## src/lat_pkg.sv

```systemverilog
// types, codes and helper functions shared by the local address table
`default_nettype none

package lat_pkg;

  // operation codes carried by each word
  typedef enum logic [2:0] {
    OP_SET_PRIMARY   = 3'd0,
    OP_ADD_SECONDARY = 3'd1,
    OP_DELETE        = 3'd2,
    OP_LOOKUP        = 3'd3,
    OP_BEST_MATCH    = 3'd4,
    OP_CLEAR         = 3'd5
  } op_e;

  // result status codes
  typedef enum logic [2:0] {
    ST_OK        = 3'd0,
    ST_EXISTS    = 3'd1,
    ST_INVALID   = 3'd2,
    ST_FULL      = 3'd3,
    ST_NOT_FOUND = 3'd4
  } status_e;

  localparam int unsigned AddrW = 32;
  localparam int unsigned PlenW = 6;
  localparam logic [PlenW-1:0] PlenMax = 6'd32;

  // one stored entry
  typedef struct packed {
    logic [AddrW-1:0] addr;
    logic [PlenW-1:0] plen;
  } entry_t;

  // per-cell update controls
  typedef struct packed {
    logic load;   // take the new entry
    logic shift;  // take the neighbour's entry
  } cell_ctrl_t;

  // saturate a prefix length at 32
  function automatic logic [PlenW-1:0] clamp_len(input logic [PlenW-1:0] len);
    return (len > PlenMax) ? PlenMax : len;
  endfunction

  // netmask for a prefix length of 0 to 32
  function automatic logic [AddrW-1:0] len_to_mask(input logic [PlenW-1:0] len);
    return ~({AddrW{1'b1}} >> len);
  endfunction

  // zero net, multicast or global broadcast
  function automatic logic addr_bad(input logic [AddrW-1:0] a);
    return (a[31:24] == 8'h00) || (a[31:28] == 4'hE) || (a == {AddrW{1'b1}});
  endfunction

  // class default prefix length
  function automatic logic [PlenW-1:0] default_len(input logic [AddrW-1:0] a);
    logic [PlenW-1:0] len;
    priority casez (a[31:29])
      3'b0??:  len = 6'd8;
      3'b10?:  len = 6'd16;
      3'b110:  len = 6'd24;
      default: len = 6'd32;
    endcase
    return len;
  endfunction

endpackage

`default_nettype wire

```

## src/lat_cell.sv

```systemverilog
// one table cell: an entry register with its own exact and prefix comparators
`default_nettype none

module lat_cell (
  input  wire logic               clk_i,
  input  wire lat_pkg::cell_ctrl_t ctrl_i,
  input  wire lat_pkg::entry_t    new_i,
  input  wire lat_pkg::entry_t    next_i,
  input  wire logic [31:0]        key_addr_i,
  input  wire logic [5:0]         key_plen_i,
  input  wire logic [31:0]        key_mask_i,
  output lat_pkg::entry_t         entry_o,
  output logic                    hit_o,
  output logic                    best_o
);
  import lat_pkg::*;

  entry_t entry_q, entry_d;

  // load a new entry or take the neighbour's when the table closes a gap
  always_comb begin
    entry_d = entry_q;
    if (ctrl_i.load) begin
      entry_d = new_i;
    end else if (ctrl_i.shift) begin
      entry_d = next_i;
    end
  end

  always_ff @(posedge clk_i) begin
    entry_q <= entry_d;
  end

  // exact address compare
  assign hit_o = (entry_q.addr == key_addr_i);

  // nonzero entry, same prefix length, equal bits under the mask
  assign best_o = (entry_q.addr != '0) && (entry_q.plen == key_plen_i) &&
                  (((entry_q.addr ^ key_addr_i) & key_mask_i) == '0);

  assign entry_o = entry_q;

endmodule

`default_nettype wire

```

## src/ipv4_local_address_table.sv

```systemverilog
// top level of the per-interface ipv4 local address table
//
//  channel   direction  handshake            payload
//  command   in         start_i / busy_o     operation_i, addr_i, prefix_len_i
//  result    out        done_o strobe        status_o, match_addr_o, match_index_o,
//                                            primary_addr_o, entry_count_o
//
// one word per clock: a command taken at an edge has its result on the ports
// for the following cycle with done_o high, and the table already updated.
// the cost of a word is one pass through the cells' comparators and the
// lowest-index priority pick; busy_o stays low, the table never stalls.
// reset clears the entry count and the result strobe; entry contents are
// not cleared and only entries below the count are ever read.
`default_nettype none

module ipv4_local_address_table #(
  parameter int unsigned MAX_ENTRIES = 4
) (
  input  wire logic        clk_i,
  input  wire logic        rst_ni,
  input  wire logic        start_i,
  output logic             busy_o,
  input  wire logic [2:0]  operation_i,
  input  wire logic [31:0] addr_i,
  input  wire logic [5:0]  prefix_len_i,
  output logic             done_o,
  output logic [2:0]       status_o,
  output logic [31:0]      match_addr_o,
  output logic [2:0]       match_index_o,
  output logic [31:0]      primary_addr_o,
  output logic [3:0]       entry_count_o
);
  import lat_pkg::*;

  localparam int unsigned CntW = $clog2(MAX_ENTRIES + 1);
  localparam int unsigned IdxW = (MAX_ENTRIES > 1) ? $clog2(MAX_ENTRIES) : 1;

  logic                   accept;
  logic [CntW-1:0]        count_q, count_d;
  logic                   done_q;
  status_e                status_q, status_d;
  logic [31:0]            match_addr_q, match_addr_d;
  logic [2:0]             match_index_q, match_index_d;

  logic [5:0]             plen;
  logic [31:0]            mask;
  entry_t                 new_entry;
  entry_t                 entries [MAX_ENTRIES];
  entry_t                 nexts   [MAX_ENTRIES];
  cell_ctrl_t             ctrl    [MAX_ENTRIES];
  logic [MAX_ENTRIES-1:0] hit, best, live, hit_v, best_v;
  logic [IdxW-1:0]        hit_idx, best_idx;
  logic                   exists, any_best, full, bad;

  assign busy_o = 1'b0;
  assign accept = start_i && !busy_o;

  // key preparation
  assign plen      = clamp_len(prefix_len_i);
  assign mask      = len_to_mask(plen);
  assign bad       = addr_bad(addr_i);
  assign new_entry = '{addr: addr_i, plen: (plen != '0) ? plen : default_len(addr_i)};
  assign full      = (count_q >= CntW'(MAX_ENTRIES));

  // row of cells, each handing its entry down to the one below
  for (genvar g = 0; g < MAX_ENTRIES; g++) begin : g_cell
    if (g == MAX_ENTRIES - 1) begin : g_last
      assign nexts[g] = entries[g];
    end else begin : g_mid
      assign nexts[g] = entries[g+1];
    end

    lat_cell u_cell (
      .clk_i      (clk_i),
      .ctrl_i     (ctrl[g]),
      .new_i      (new_entry),
      .next_i     (nexts[g]),
      .key_addr_i (addr_i),
      .key_plen_i (plen),
      .key_mask_i (mask),
      .entry_o    (entries[g]),
      .hit_o      (hit[g]),
      .best_o     (best[g])
    );

    assign live[g]   = (CntW'(g) < count_q);
    assign hit_v[g]  = hit[g] && live[g];
    assign best_v[g] = best[g] && live[g];
  end

  // lowest-index pick over the cell flags
  always_comb begin
    hit_idx  = '0;
    best_idx = '0;
    for (int i = MAX_ENTRIES - 1; i >= 0; i--) begin
      if (hit_v[i]) begin
        hit_idx = IdxW'(i);
      end
      if (best_v[i]) begin
        best_idx = IdxW'(i);
      end
    end
  end

  assign exists   = |hit_v;
  assign any_best = |best_v;

  // operation decode, cell controls and next result
  always_comb begin
    count_d       = count_q;
    status_d      = ST_OK;
    match_addr_d  = '0;
    match_index_d = '0;
    for (int i = 0; i < MAX_ENTRIES; i++) begin
      ctrl[i] = '0;
    end
    if (accept) begin
      unique case (operation_i)
        OP_SET_PRIMARY: begin
          if (exists) begin
            status_d = ST_EXISTS;
          end else if (bad) begin
            status_d = ST_INVALID;
          end else begin
            ctrl[0].load = 1'b1;
            if (count_q == '0) begin
              count_d = CntW'(1);
            end
          end
        end
        OP_ADD_SECONDARY: begin
          if (full) begin
            status_d = ST_FULL;
          end else if (bad) begin
            status_d = ST_INVALID;
          end else if (exists) begin
            status_d = ST_EXISTS;
          end else begin
            for (int i = 0; i < MAX_ENTRIES; i++) begin
              ctrl[i].load = (CntW'(i) == count_q);
            end
            count_d = count_q + CntW'(1);
          end
        end
        OP_DELETE: begin
          if (!exists) begin
            status_d = ST_NOT_FOUND;
          end else begin
            match_index_d = 3'(hit_idx);
            for (int i = 0; i < MAX_ENTRIES; i++) begin
              ctrl[i].shift = (IdxW'(i) >= hit_idx) && (CntW'(i + 1) < count_q);
            end
            count_d = count_q - CntW'(1);
          end
        end
        OP_LOOKUP: begin
          if (!exists) begin
            status_d = ST_NOT_FOUND;
          end else begin
            match_index_d = 3'(hit_idx);
            match_addr_d  = addr_i;
          end
        end
        OP_BEST_MATCH: begin
          if (!any_best) begin
            status_d = ST_NOT_FOUND;
          end else begin
            match_index_d = 3'(best_idx);
            match_addr_d  = entries[best_idx].addr;
          end
        end
        OP_CLEAR: begin
          count_d = '0;
        end
        default: begin
          // unused operation codes leave the table as it is
        end
      endcase
    end
  end

  // control registers
  always_ff @(posedge clk_i or negedge rst_ni) begin
    if (!rst_ni) begin
      count_q <= '0;
      done_q  <= 1'b0;
    end else begin
      count_q <= count_d;
      done_q  <= accept;
    end
  end

  // result payload registers
  always_ff @(posedge clk_i) begin
    if (accept) begin
      status_q      <= status_d;
      match_addr_q  <= match_addr_d;
      match_index_q <= match_index_d;
    end
  end

  // result ports
  assign done_o         = done_q;
  assign status_o       = status_q;
  assign match_addr_o   = match_addr_q;
  assign match_index_o  = match_index_q;
  assign primary_addr_o = (count_q != '0) ? entries[0].addr : '0;
  assign entry_count_o  = 4'(count_q);

  // checks
  a_count_bound : assert property (@(posedge clk_i) disable iff (!rst_ni)
    count_q <= CntW'(MAX_ENTRIES))
    else $error("entry count above table depth");

  a_done_follows : assert property (@(posedge clk_i) disable iff (!rst_ni)
    accept |=> done_o)
    else $error("accepted word gave no result");

  a_full_count : assert property (@(posedge clk_i) disable iff (!rst_ni)
    (done_o && status_o == ST_FULL) |-> (entry_count_o == 4'(MAX_ENTRIES)))
    else $error("table full reported below depth");

  a_miss_zero : assert property (@(posedge clk_i) disable iff (!rst_ni)
    (done_o && status_o == ST_NOT_FOUND) |-> (match_addr_o == '0))
    else $error("miss with nonzero match address");

  a_clear : assert property (@(posedge clk_i) disable iff (!rst_ni)
    (accept && operation_i == OP_CLEAR) |=> (entry_count_o == '0))
    else $error("clear left entries");

endmodule

`default_nettype wire
```

## config.mk

```make
export PLATFORM = sky130hd
export DESIGN_NAME = ipv4_local_address_table
export DESIGN_NICKNAME = d
export VERILOG_FILES = /design/src/lat_pkg.sv /design/src/lat_cell.sv /design/src/ipv4_local_address_table.sv
export SDC_FILE = /design/constraint.sdc
export NUM_CORES = 1
export LEC_CHECK = 0
export ABC_CLOCK_PERIOD_IN_PS = 4800
export BUFFER_PORTS_ARGS = -buffer_cell sky130_fd_sc_hd__buf_2
export CAP_MARGIN = 20
export CORE_ASPECT_RATIO = 0.5
export CORE_MARGIN = 5
export CORE_UTILIZATION = 60
export CTS_CLUSTER_DIAMETER = 80
export DETAILED_ROUTE_END_ITERATION = 10
export MAX_ROUTING_LAYER = met4
export PLACE_DENSITY = 0.87
export SLEW_MARGIN = 20
export SYNTH_ARGS = -nofsm -noshare
export SYNTH_HDL_FRONTEND = slang
export SYNTH_HIERARCHICAL = 1
export SYNTH_SLANG_ARGS = --single-unit
```

## constraint.sdc

```tcl
create_clock -name clk_i -period 4.8 [get_ports clk_i]
set_clock_uncertainty 0.05 [all_clocks]
set_input_delay 0.48 -clock clk_i [delete_from_list [all_inputs] [get_ports clk_i]]
set_output_delay 0.48 -clock clk_i [all_outputs]
set_load 0.03 [all_outputs]
```

# [Yosys cells after proc, flatten, opt, wreduce, memory -nomap -nowiden]
# Index checks and enable logic that the tools add are counted.
[totals] reg_bits=194 in_bits=44 output_inout_bits=76 elab_cells=179
[op_classes] add_sub_neg=2 magnitude_cmp=12 eq_ne=27 shifts=1 mux=70 bitwise=11 reduce_logical=43
[op_table] cell="38-bit 2-to-1 mux" n=8
[op_table] cell="32-bit AND" n=4
[op_table] cell="32-bit == test" n=4
[op_table] cell="32-bit zero test" n=4
[op_table] cell="32-bit nonzero test" n=4
[op_table] cell="32-bit bitwise XOR" n=4
[op_table] cell="32-bit 2-to-1 mux" n=3
[op_table] cell="38-bit binary-select mux with 2-bit select" n=1
[op_table] cell="32-bit one-hot mux with 2 select lines" n=1
[op_table] cell="32-bit == test (second input constant)" n=1
[op_table] cell="32-bit NOT" n=1
[op_table] cell="32-bit by 6-bit >> shifter with 32-bit output (first input constant)" n=1
[op_table] cell="2-bit 2-to-1 mux" n=14
[op_table] cell="3-bit 2-to-1 mux" n=9
[op_table] cell="1-bit 2-to-1 mux" n=26
[op_table] cell="6-bit == test" n=4
[op_table] cell="3-bit one-hot mux with 4 select lines" n=2
[op_table] cell="1-bit logical AND" n=20
[op_table] cell="6-bit one-hot mux with 3 select lines" n=1
[op_table] cell="2-bit != test (second input constant)" n=7
[op_table] cell="6-bit 2-to-1 mux" n=2
[op_table] cell="3-bit == test (second input constant)" n=3
[op_table] cell="9-bit AND reduction" n=1
[op_table] cell="8-bit zero test" n=1
[op_table] cell="28 further kinds" n=40

# [Depth between registers and ports, before layout]
# Gate-level depths: netlist of the first run.
[logic_depth] word_depth=18 ltp_mapped=16 ltp_nobuf=14

# [Cells and area by module]
# Netlist of the first run, hierarchy kept.
[by_module_without_submodules] module="lat_cell" instances=4 cells_each=162 area_each_um2=2235.9 seq_area_each_um2=1141.1
[by_module_without_submodules] module="ipv4_local_address_table" instances=1 cells_each=425 area_each_um2=3807.4 seq_area_each_um2=1211.2

# [Worst setup path after synthesis of the first run]
# OpenSTA, ideal clock, no wires.
[synth_path] path_kind="register -> register" startpoint="reg count_q[1]" endpoint="reg g_cell[0].u_cell.entry_q, in the netlist g_cell[0].u_cell/entry_o[0], enable pin" setup_ns=0.397 arrival_ns=3.457 t_required_ns=4.353 path_slack_ns=0.896 stages_incl_launch_ff=12 n_path_buf=3 period_less_slack_ns=3.904 cell_sequence="dfrtp_1 -> buf_6 -> inv_1 -> ha_1 -> nor2b_1 -> o21a_4 -> o21a_4 -> nand2_1 -> a2111oi_0 -> buf_2 -> buf_2 -> or2_1"
[synth_lines] element="from (decl)" line="ipv4_local_address_table.sv:39" rtl="logic [CntW-1:0] count_q, count_d;"
[synth_lines] element="from (signal assigned)" line="ipv4_local_address_table.sv:188" rtl="count_q <= count_d;"
[synth_lines] element="to (signal assigned)" line="lat_cell.sv:31" rtl="entry_q <= entry_d;"
[synth_lines] element="to (decl)" line="lat_cell.sv:18" rtl="entry_t entry_q, entry_d;"

# [Worst setup path after layout of the first run]
[layout_path] startpoint="in prefix_len_i[0]" endpoint="reg match_addr_q[27], in the netlist match_addr_o[27] (data pin)"
[layout_via] word_cells_on_any_way=39 classes_between="order compare: 1; eq/ne: 4; shift: 1; mux: 10; bitwise: 6; reduce/logical: 17"
[layout_lines] element="from (decl)" line="ipv4_local_address_table.sv:25" rtl="input wire logic [5:0] prefix_len_i,"
[layout_lines] element="6-bit > comparator" line="lat_pkg.sv:43" rtl="return (len > PlenMax) ? PlenMax : len;"
[layout_lines] element="6-bit 2-to-1 mux (*)" line="lat_pkg.sv:43"
[layout_lines] element="net plen[0]" line="ipv4_local_address_table.sv:45" rtl="logic [5:0] plen;"
[layout_lines] element="32-bit by 6-bit >> shifter with 32-bit output (*)" line="lat_pkg.sv:48" rtl="return ~({AddrW{1'b1}} >> len);"
[layout_lines] element="32-bit NOT (*)" line="lat_pkg.sv:48"
[layout_lines] element="net mask[15]" line="ipv4_local_address_table.sv:46" rtl="logic [31:0] mask;"
[layout_lines] element="32-bit AND (*)" line="lat_cell.sv:39" rtl="(((entry_q.addr ^ key_addr_i) & key_mask_i) == '0);"
[layout_lines] element="32-bit zero test (*)" line="lat_cell.sv:39"
[layout_lines] element="[... 1 more ...]"
[layout_lines] element="net best[1]" line="ipv4_local_address_table.sv:51" rtl="logic [MAX_ENTRIES-1:0] hit, best, live, hit_v, best_v;"
[layout_lines] element="1-bit logical AND (*)" line="ipv4_local_address_table.sv:88" rtl="assign best_v[g] = best[g] && live[g];"
[layout_lines] element="2-bit 2-to-1 mux (2 in a row)" line="ipv4_local_address_table.sv:99" rtl="if (best_v[i]) begin"
[layout_lines] element="2-bit NOT with 3-bit output (implied by the code)" line="ipv4_local_address_table.sv:169" rtl="match_addr_d = entries[best_idx].addr;"
[layout_lines] element="38-bit binary-select mux with 2-bit select" line="ipv4_local_address_table.sv:169"
[layout_lines] element="38-bit 2-to-1 mux (implied by the code) (2 in a row)" line="ipv4_local_address_table.sv:169"
[layout_lines] element="32-bit 2-to-1 mux (*)" line="ipv4_local_address_table.sv:165" rtl="if (!any_best) begin"
[layout_lines] element="32-bit one-hot mux with 2 select lines (*)" line="ipv4_local_address_table.sv:118" rtl="unique case (operation_i)"
[layout_lines] element="net match_addr_d[27]" line="ipv4_local_address_table.sv:42" rtl="logic [31:0] match_addr_q, match_addr_d;"
[layout_lines] element="to (signal assigned)" line="ipv4_local_address_table.sv:197" rtl="match_addr_q <= match_addr_d;"
[layout_lines] element="to (decl)" line="ipv4_local_address_table.sv:42"
# The timed path passes the listed nets; every way through them passes the cells marked *. The select of a mux whose other input is x is not followed.
# A chain may end at the register's enable or synchronous reset.

==> qor.yml, run 1 <==
grt_pass1_wl_um: 74800
synth-edff-count: 189
yosysSeqAreaShare_pct: 45.3
drc: 0
finalCoreUtilization_pct: 69.5
slew_headroom_pct: 24.1
ys_ff_latch: 193
multi_input_area_mm2: 0.00663
antenna_found_initial: 1
holdCritPathClass: "in2async"
crit_type: "in2reg"
synth_warnings: 6
timing.rr.end: "g_cell[3].u_cell/entry_o[6]$_DFFE_PP_"
core_area_mm2: 0.0207
syn_inst: 1073
synth.avg_cell_area_um2: 11.9
synth_area_mm2: 0.0128
dr.pass1.iters: 8
post-route-period-util_pct: 94.3
tns_ns: 0
post_cts_resized: 0
max_freq_ghz: 0.221
clock_latency_ns: 0.46
netlist.top_cell.by_area: "edfxtp_1"
die_h_um: 113
async_reset_ff_share_pct: 2.07
regArea_mm2: 0.00578
synth.top_cells.by_count: "edfxtp_1, xor2_1, mux2_2, nor4_1, mux2i_1"
grt_usage_pct: 43.2
finalHoldViolCount: 0
portBuffers: 116
grt_overflow: 0
fin_crit_ns: 4.52
cp-startpoint: "prefix_len_i[0]"
setup_violations: 0
maxCapViolations: 0
rows: 37
via_per_inst: 7.58
synth.top_cells.by_area: "edfxtp_1, mux2_2, xor2_1"
routedWlPerCell_um: 35.0
pin_count: 120
drive_gt1_share_pct: 27.5
power_density_mw_per_mm2: 307
vdd_drop_max_uv: 283
nNetsFinal: 1250
die_area_mm2: 0.0244
crit_fanout: 32
synth_most_common_cell: "edfxtp_1"
syn_to_final_growth_pct: 13.0
fillers: 1438
crit_path_end_kind: "flop"
cts_tree: "built"
cts.sinks: 193
final_antenna_net_count: 0
worstPathRequired_ns: 4.93
synth_cell_types: 70
max_slew.worst_pin.slew_ns: 1.13
grt_setup_unrepaired: "false"
hold_ws_ns: 0.298
ys.flop_type: "edfxtp_1"
leakage_nw: 4.95
grt_pass1_vias: 10600
rr_worst_depth: 12
status: "finished clean"
p_total_w: 0.00442
synth_top_area_share_pct: 44.5
rrSetupSlack_ns: 0.41
startpoint_type: "input pin"
slew_viol_final: 0
arrival_ns: 4.66
grt_max_degree: 42
hpwl_um: 38500
cts-root-buf: "clkbuf_16"
start_util_pct: 61.5
wirelength_um: 52100
cts_buffers: 17
drt-initial-drc-count: 2318
fp.dieW_um: 216
clkTransAtPathRegs_ns: 0.08
vias: 11300
clock_path_buffers: 2
h-tree-depth: 4
r2r_start: "g_cell[2].u_cell/entry_o[14]$_DFFE_PP_"
finalWeightedCongestion: 1.13
[worst max path at each step]
stage / endpoint / slack (ns) / cells after the start
floorplan: g_cell[0].u_cell/entry_o[0]$_DFFE_PP_ / 0.90 / 11
global placement: match_addr_o[8]$_DFFE_PP_ / 0.23 / 15
detailed placement: match_addr_o[28]$_DFFE_PP_ / 0.12 / 16
CTS: match_addr_o[14]$_DFFE_PP_ / 0.59 / 16
global route: match_addr_o[27]$_DFFE_PP_ / 0.17 / 14
finish: match_addr_o[27]$_DFFE_PP_ / 0.28 / 14
[stage by stage]
stage	cell area, µm²	std cells	worst slack [ns]
2_1_floorplan	12800	1075	0.896
3_3_place_gp	13800	1454	0.225
3_5_place_dp	13800	1454	0.123
4_1_cts	14400	1486	0.592
5_1_grt	14400	1487	0.166
6_report	14400	1487	0.276
[sequential cells by signal (all words and copies together), names as in the netlist]
signal                 flops
count_q                    3
g_cell.u_cell/entry_o    152
done_o                     1
status_o                   3
match_addr_o              32
match_index_o              2
[critical path, stage by stage]
cell and delay, ns:
buf_2 0.16, inv_1 0.17, nor2_1 0.08, buf_4 0.18, nor2_1 0.18, o21ai_0 0.41
a221oi_1 0.65, nand4_1 0.17, nor4_1 0.82, nand2_1 0.23, a21oi_4 0.30, buf_12 0.27
mux2i_1 0.31, o221ai_1 0.18
[where the power goes]
group	internal, W	switching (W)	total, W
combinational	0.000277	0.000656	0.000933
sequential	0.00188	0.0000699	0.00195
clock	0.000833	0.000698	0.00153
total	0.00299	0.00142	0.00442
[kinds of logic after synthesis]
kind of cell | after synthesis | share of synthesized area [%]
compound gates | 164 | 10.6
fa+ha+maj | 5 | 0.491
flops | 193 | 45.3
xor+xnor | 152 | 10.4
mux | 217 | 18.5
buf+inv | 69 | 2.92
other cells | 1 | 0.0294
simple gates | 272 | 11.7
[what timing repair did]
action | 4_1_cts | 5_1_grt
setup buffers | 0 | 0
hold endpoints to repair | 4 | 0
hold buffers | 1 | 0
[final cells by class]
type                       count  share of cell area [%]
inverter                      19                   0.495
clock buffer                  19                    3.01
timing repair buffer         157                    6.79
sequential                   193                    40.1
tap                          273                    2.37
antenna                        1                  0.0174
clock inverter                12                    1.21
multi-input combinational    813                    46.0
[cell usage in the layout (no fill, tap or decap), types with 5 or more instances in the layout]
cell type and n:
clkbuf_16 17, a21oi_1 13, buf_12 7, nor2b_1 7, nand4_1 31, nor2_1 23
edfxtp_1 189, ha_1 5, nor4_1 70, xor2_1 136, inv_1 17, and2_1 33
a22o_1 20, buf_2 116, nor3_1 9, buf_4 33, o21ai_1 9, xnor2_1 16
mux2i_1 64, o21ai_0 14, o221ai_1 32, nand2_1 63, a221oi_1 16, mux2_1 32
nand3_1 16, or2_1 5, a22oi_1 12, mux2_2 121
[metal layers]
metal	vias up	share of wire [%]	routed length, µm	GRT usage [%]
li1	4455	-	-	-
met1	5573	39	20500	61.3
met2	1104	41	21300	59.6
met3	134	18	9280	16.6
met4	0	2.0	1070	8.00
met5	-	0	0	-
Power figures use the tool's default switching activity.
==> run 2: changes to the inputs <==
CORE_ASPECT_RATIO = 1.2   (was 0.5)
==> run 2 against run 1 <==
Design area down 0.50%. Sequential share of layout area up 0.20 points. Via count down 5.6%. First-iteration DRC count down 34%. Largest power group unchanged. Setup slack better by 0.31 ns. Global-route usage down 3.1 points. Flip-flop and latch count unchanged.
==> qor.yml, run 2 (same netlist as run 1, synthesis figures left out) <==
fillers: 1530
power_switching_w: 0.00141
cts.sinks: 193
largest_reg_flops: 152
core_area_mm2: 0.0210
p_int_w: 0.00291
drt-initial-drc-count: 1539
finalWeightedCongestion: 1.05
worstPathRequired_ns: 4.92
grt_pass1_wl_um: 69500
cts-root-buf: "clkbuf_16"
combPwrFrac_pct: 21.0
grt_overflow: 0
sw_frac_of_total_pct: 32.7
slew_viol_final: 0
arrival_ns: 4.33
fin_crit_ns: 4.22
post_cts_buffers: 0
setup_violations: 0
via_per_inst: 7.21
tns_ns: 0
vdd_drop_max_uv: 230
syn_to_final_growth_pct: 12.4
grt_setup_unrepaired: "false"
clock_latency_ns: 0.44
diodes: 0
rows: 58
max_freq_ghz: 0.237
dr.pass1.iters: 6
grt_usage_pct: 40.0
power_density_mw_per_mm2: 302
cts_tree: "built"
maxCapViolations: 0
multi_input_area_mm2: 0.00663
placed_cell_area_mm2: 0.0137
die_h_um: 170
die_area_mm2: 0.0243
slew_headroom_pct: 33.1
portBuffers: 116
clock_path_buffers: 2
setup_slack_ns: 0.584
drc: 0
regArea_mm2: 0.00578
crit_fanout: 33
antenna_found_initial: 0
routedWlPerCell_um: 31.9
grt_pass1_vias: 10500
final_antenna_net_count: 0
final_common_cell: "edfxtp_1"
holdCritPathClass: "in2async"
h-tree-depth: 4
drive_gt1_share_pct: 27.3
nNetsFinal: 1242
startpoint_type: "input pin"
clock_power_share_pct: 34.0
start_util_pct: 60.8
status: "finished clean"
final_area_mm2: 0.0143
grt_max_degree: 41
crit_path_end_kind: "flop"
hpwl_um: 34900
seq_power_share_pct: 45.1
finalHoldViolCount: 0
max_slew.worst_pin.slew_ns: 1.00
wirelength_um: 47100
leakage_nw: 4.91
clkTransAtPathRegs_ns: 0.08
cts_buffers: 17
p_total_w: 0.00432
post-route-period-util_pct: 87.8
final_cell_mix: "edfxtp_1, xor2_1, mux2_2, buf_2, nor4_1"
fp.dieW_um: 143
vias: 10600
crit_type: "in2reg"
pre_cts_ws_ns: 0.348
pin_count: 120
==> run 2: routing by layer <==
metal | wire length [µm] | GRT usage, %
met5 | 0 | -
met2 | 23400 | 66.0
met3 | 4490 | 4.82
met1 | 17100 | 51.0
met4 | 2020 | 14.7
==> run 2: power groups by stage <==
stage / registers [W] / logic (W) / clock network (W)
6_report: 0.00195 / 0.000906 / 0.00147
3_3_place_gp: 0.00198 / 0.000877 / 0
2_1_floorplan: 0.00199 / 0.000536 / 0
4_1_cts: 0.00195 / 0.000888 / 0.00148
3_5_place_dp: 0.00198 / 0.000883 / 0
5_1_grt: 0.00195 / 0.000946 / 0.00155
==> run 2: what timing repair did <==
| action | in CTS | in global routing |
|---|---|---|
| gates resized for setup | 0 | 0 |
| hold endpoints to repair | 4 | 0 |
| hold buffers | 1 | 0 |
==> run 2: area by class of cell <==
cell class                 count  share of cell area, %
multi-input combinational    813                   46.2
sequential                   193                   40.3
timing repair buffer         149                   6.49
clock buffer                  18                   2.99
tap                          270                   2.36
clock inverter                14                   1.12
inverter                      19                  0.498
==> run 2: final timing paths <==
path	startpoint	endpoint	slack, ns	depth (start not counted)
worst max-delay path	prefix_len_i[2]	match_addr_o[11]$_DFFE_PP_	0.58	14
worst min-delay path	rst_ni	count_q[0]$_DFFE_PN0P_	0.33	2
worst max register to register	g_cell[2].u_cell/entry_o[24]$_DFFE_PP_	g_cell[2].u_cell/entry_o[14]$_DFFE_PP_	0.77	12
worst min register to register	g_cell[2].u_cell/entry_o[2]$_DFFE_PP_	g_cell[1].u_cell/entry_o[2]$_DFFE_PP_	0.55	1
max in group asynchronous	rst_ni	done_o$_DFF_PN0_	4.25	2
min in group clk_i	operation_i[2]	count_q[2]$_DFFE_PN0P_	0.43	4
==> run 2: through the flow <==
step / util, % / std cells / hold slack, ns
global placement: 65.5 / 1443 / 0.235
floorplan: - / 1075 / 0.134
finish: 68.3 / 1476 / 0.330
global route: 68.3 / 1476 / 0.349
detailed placement: 65.5 / 1443 / 0.241
CTS: 68.3 / 1476 / 0.322
==> run 2: critical path: stages <==
cell and delay, ns:
buf_2 0.19, nor2b_1 0.61, o21ai_0 0.46, o21ai_0 0.83, a22oi_1 0.15, nand3_1 0.15, nor4_1 0.07, buf_4 0.15
nor2b_1 0.10, o21ai_1 0.09, a21oi_4 0.26, buf_12 0.28, mux2i_1 0.30, o221ai_1 0.16
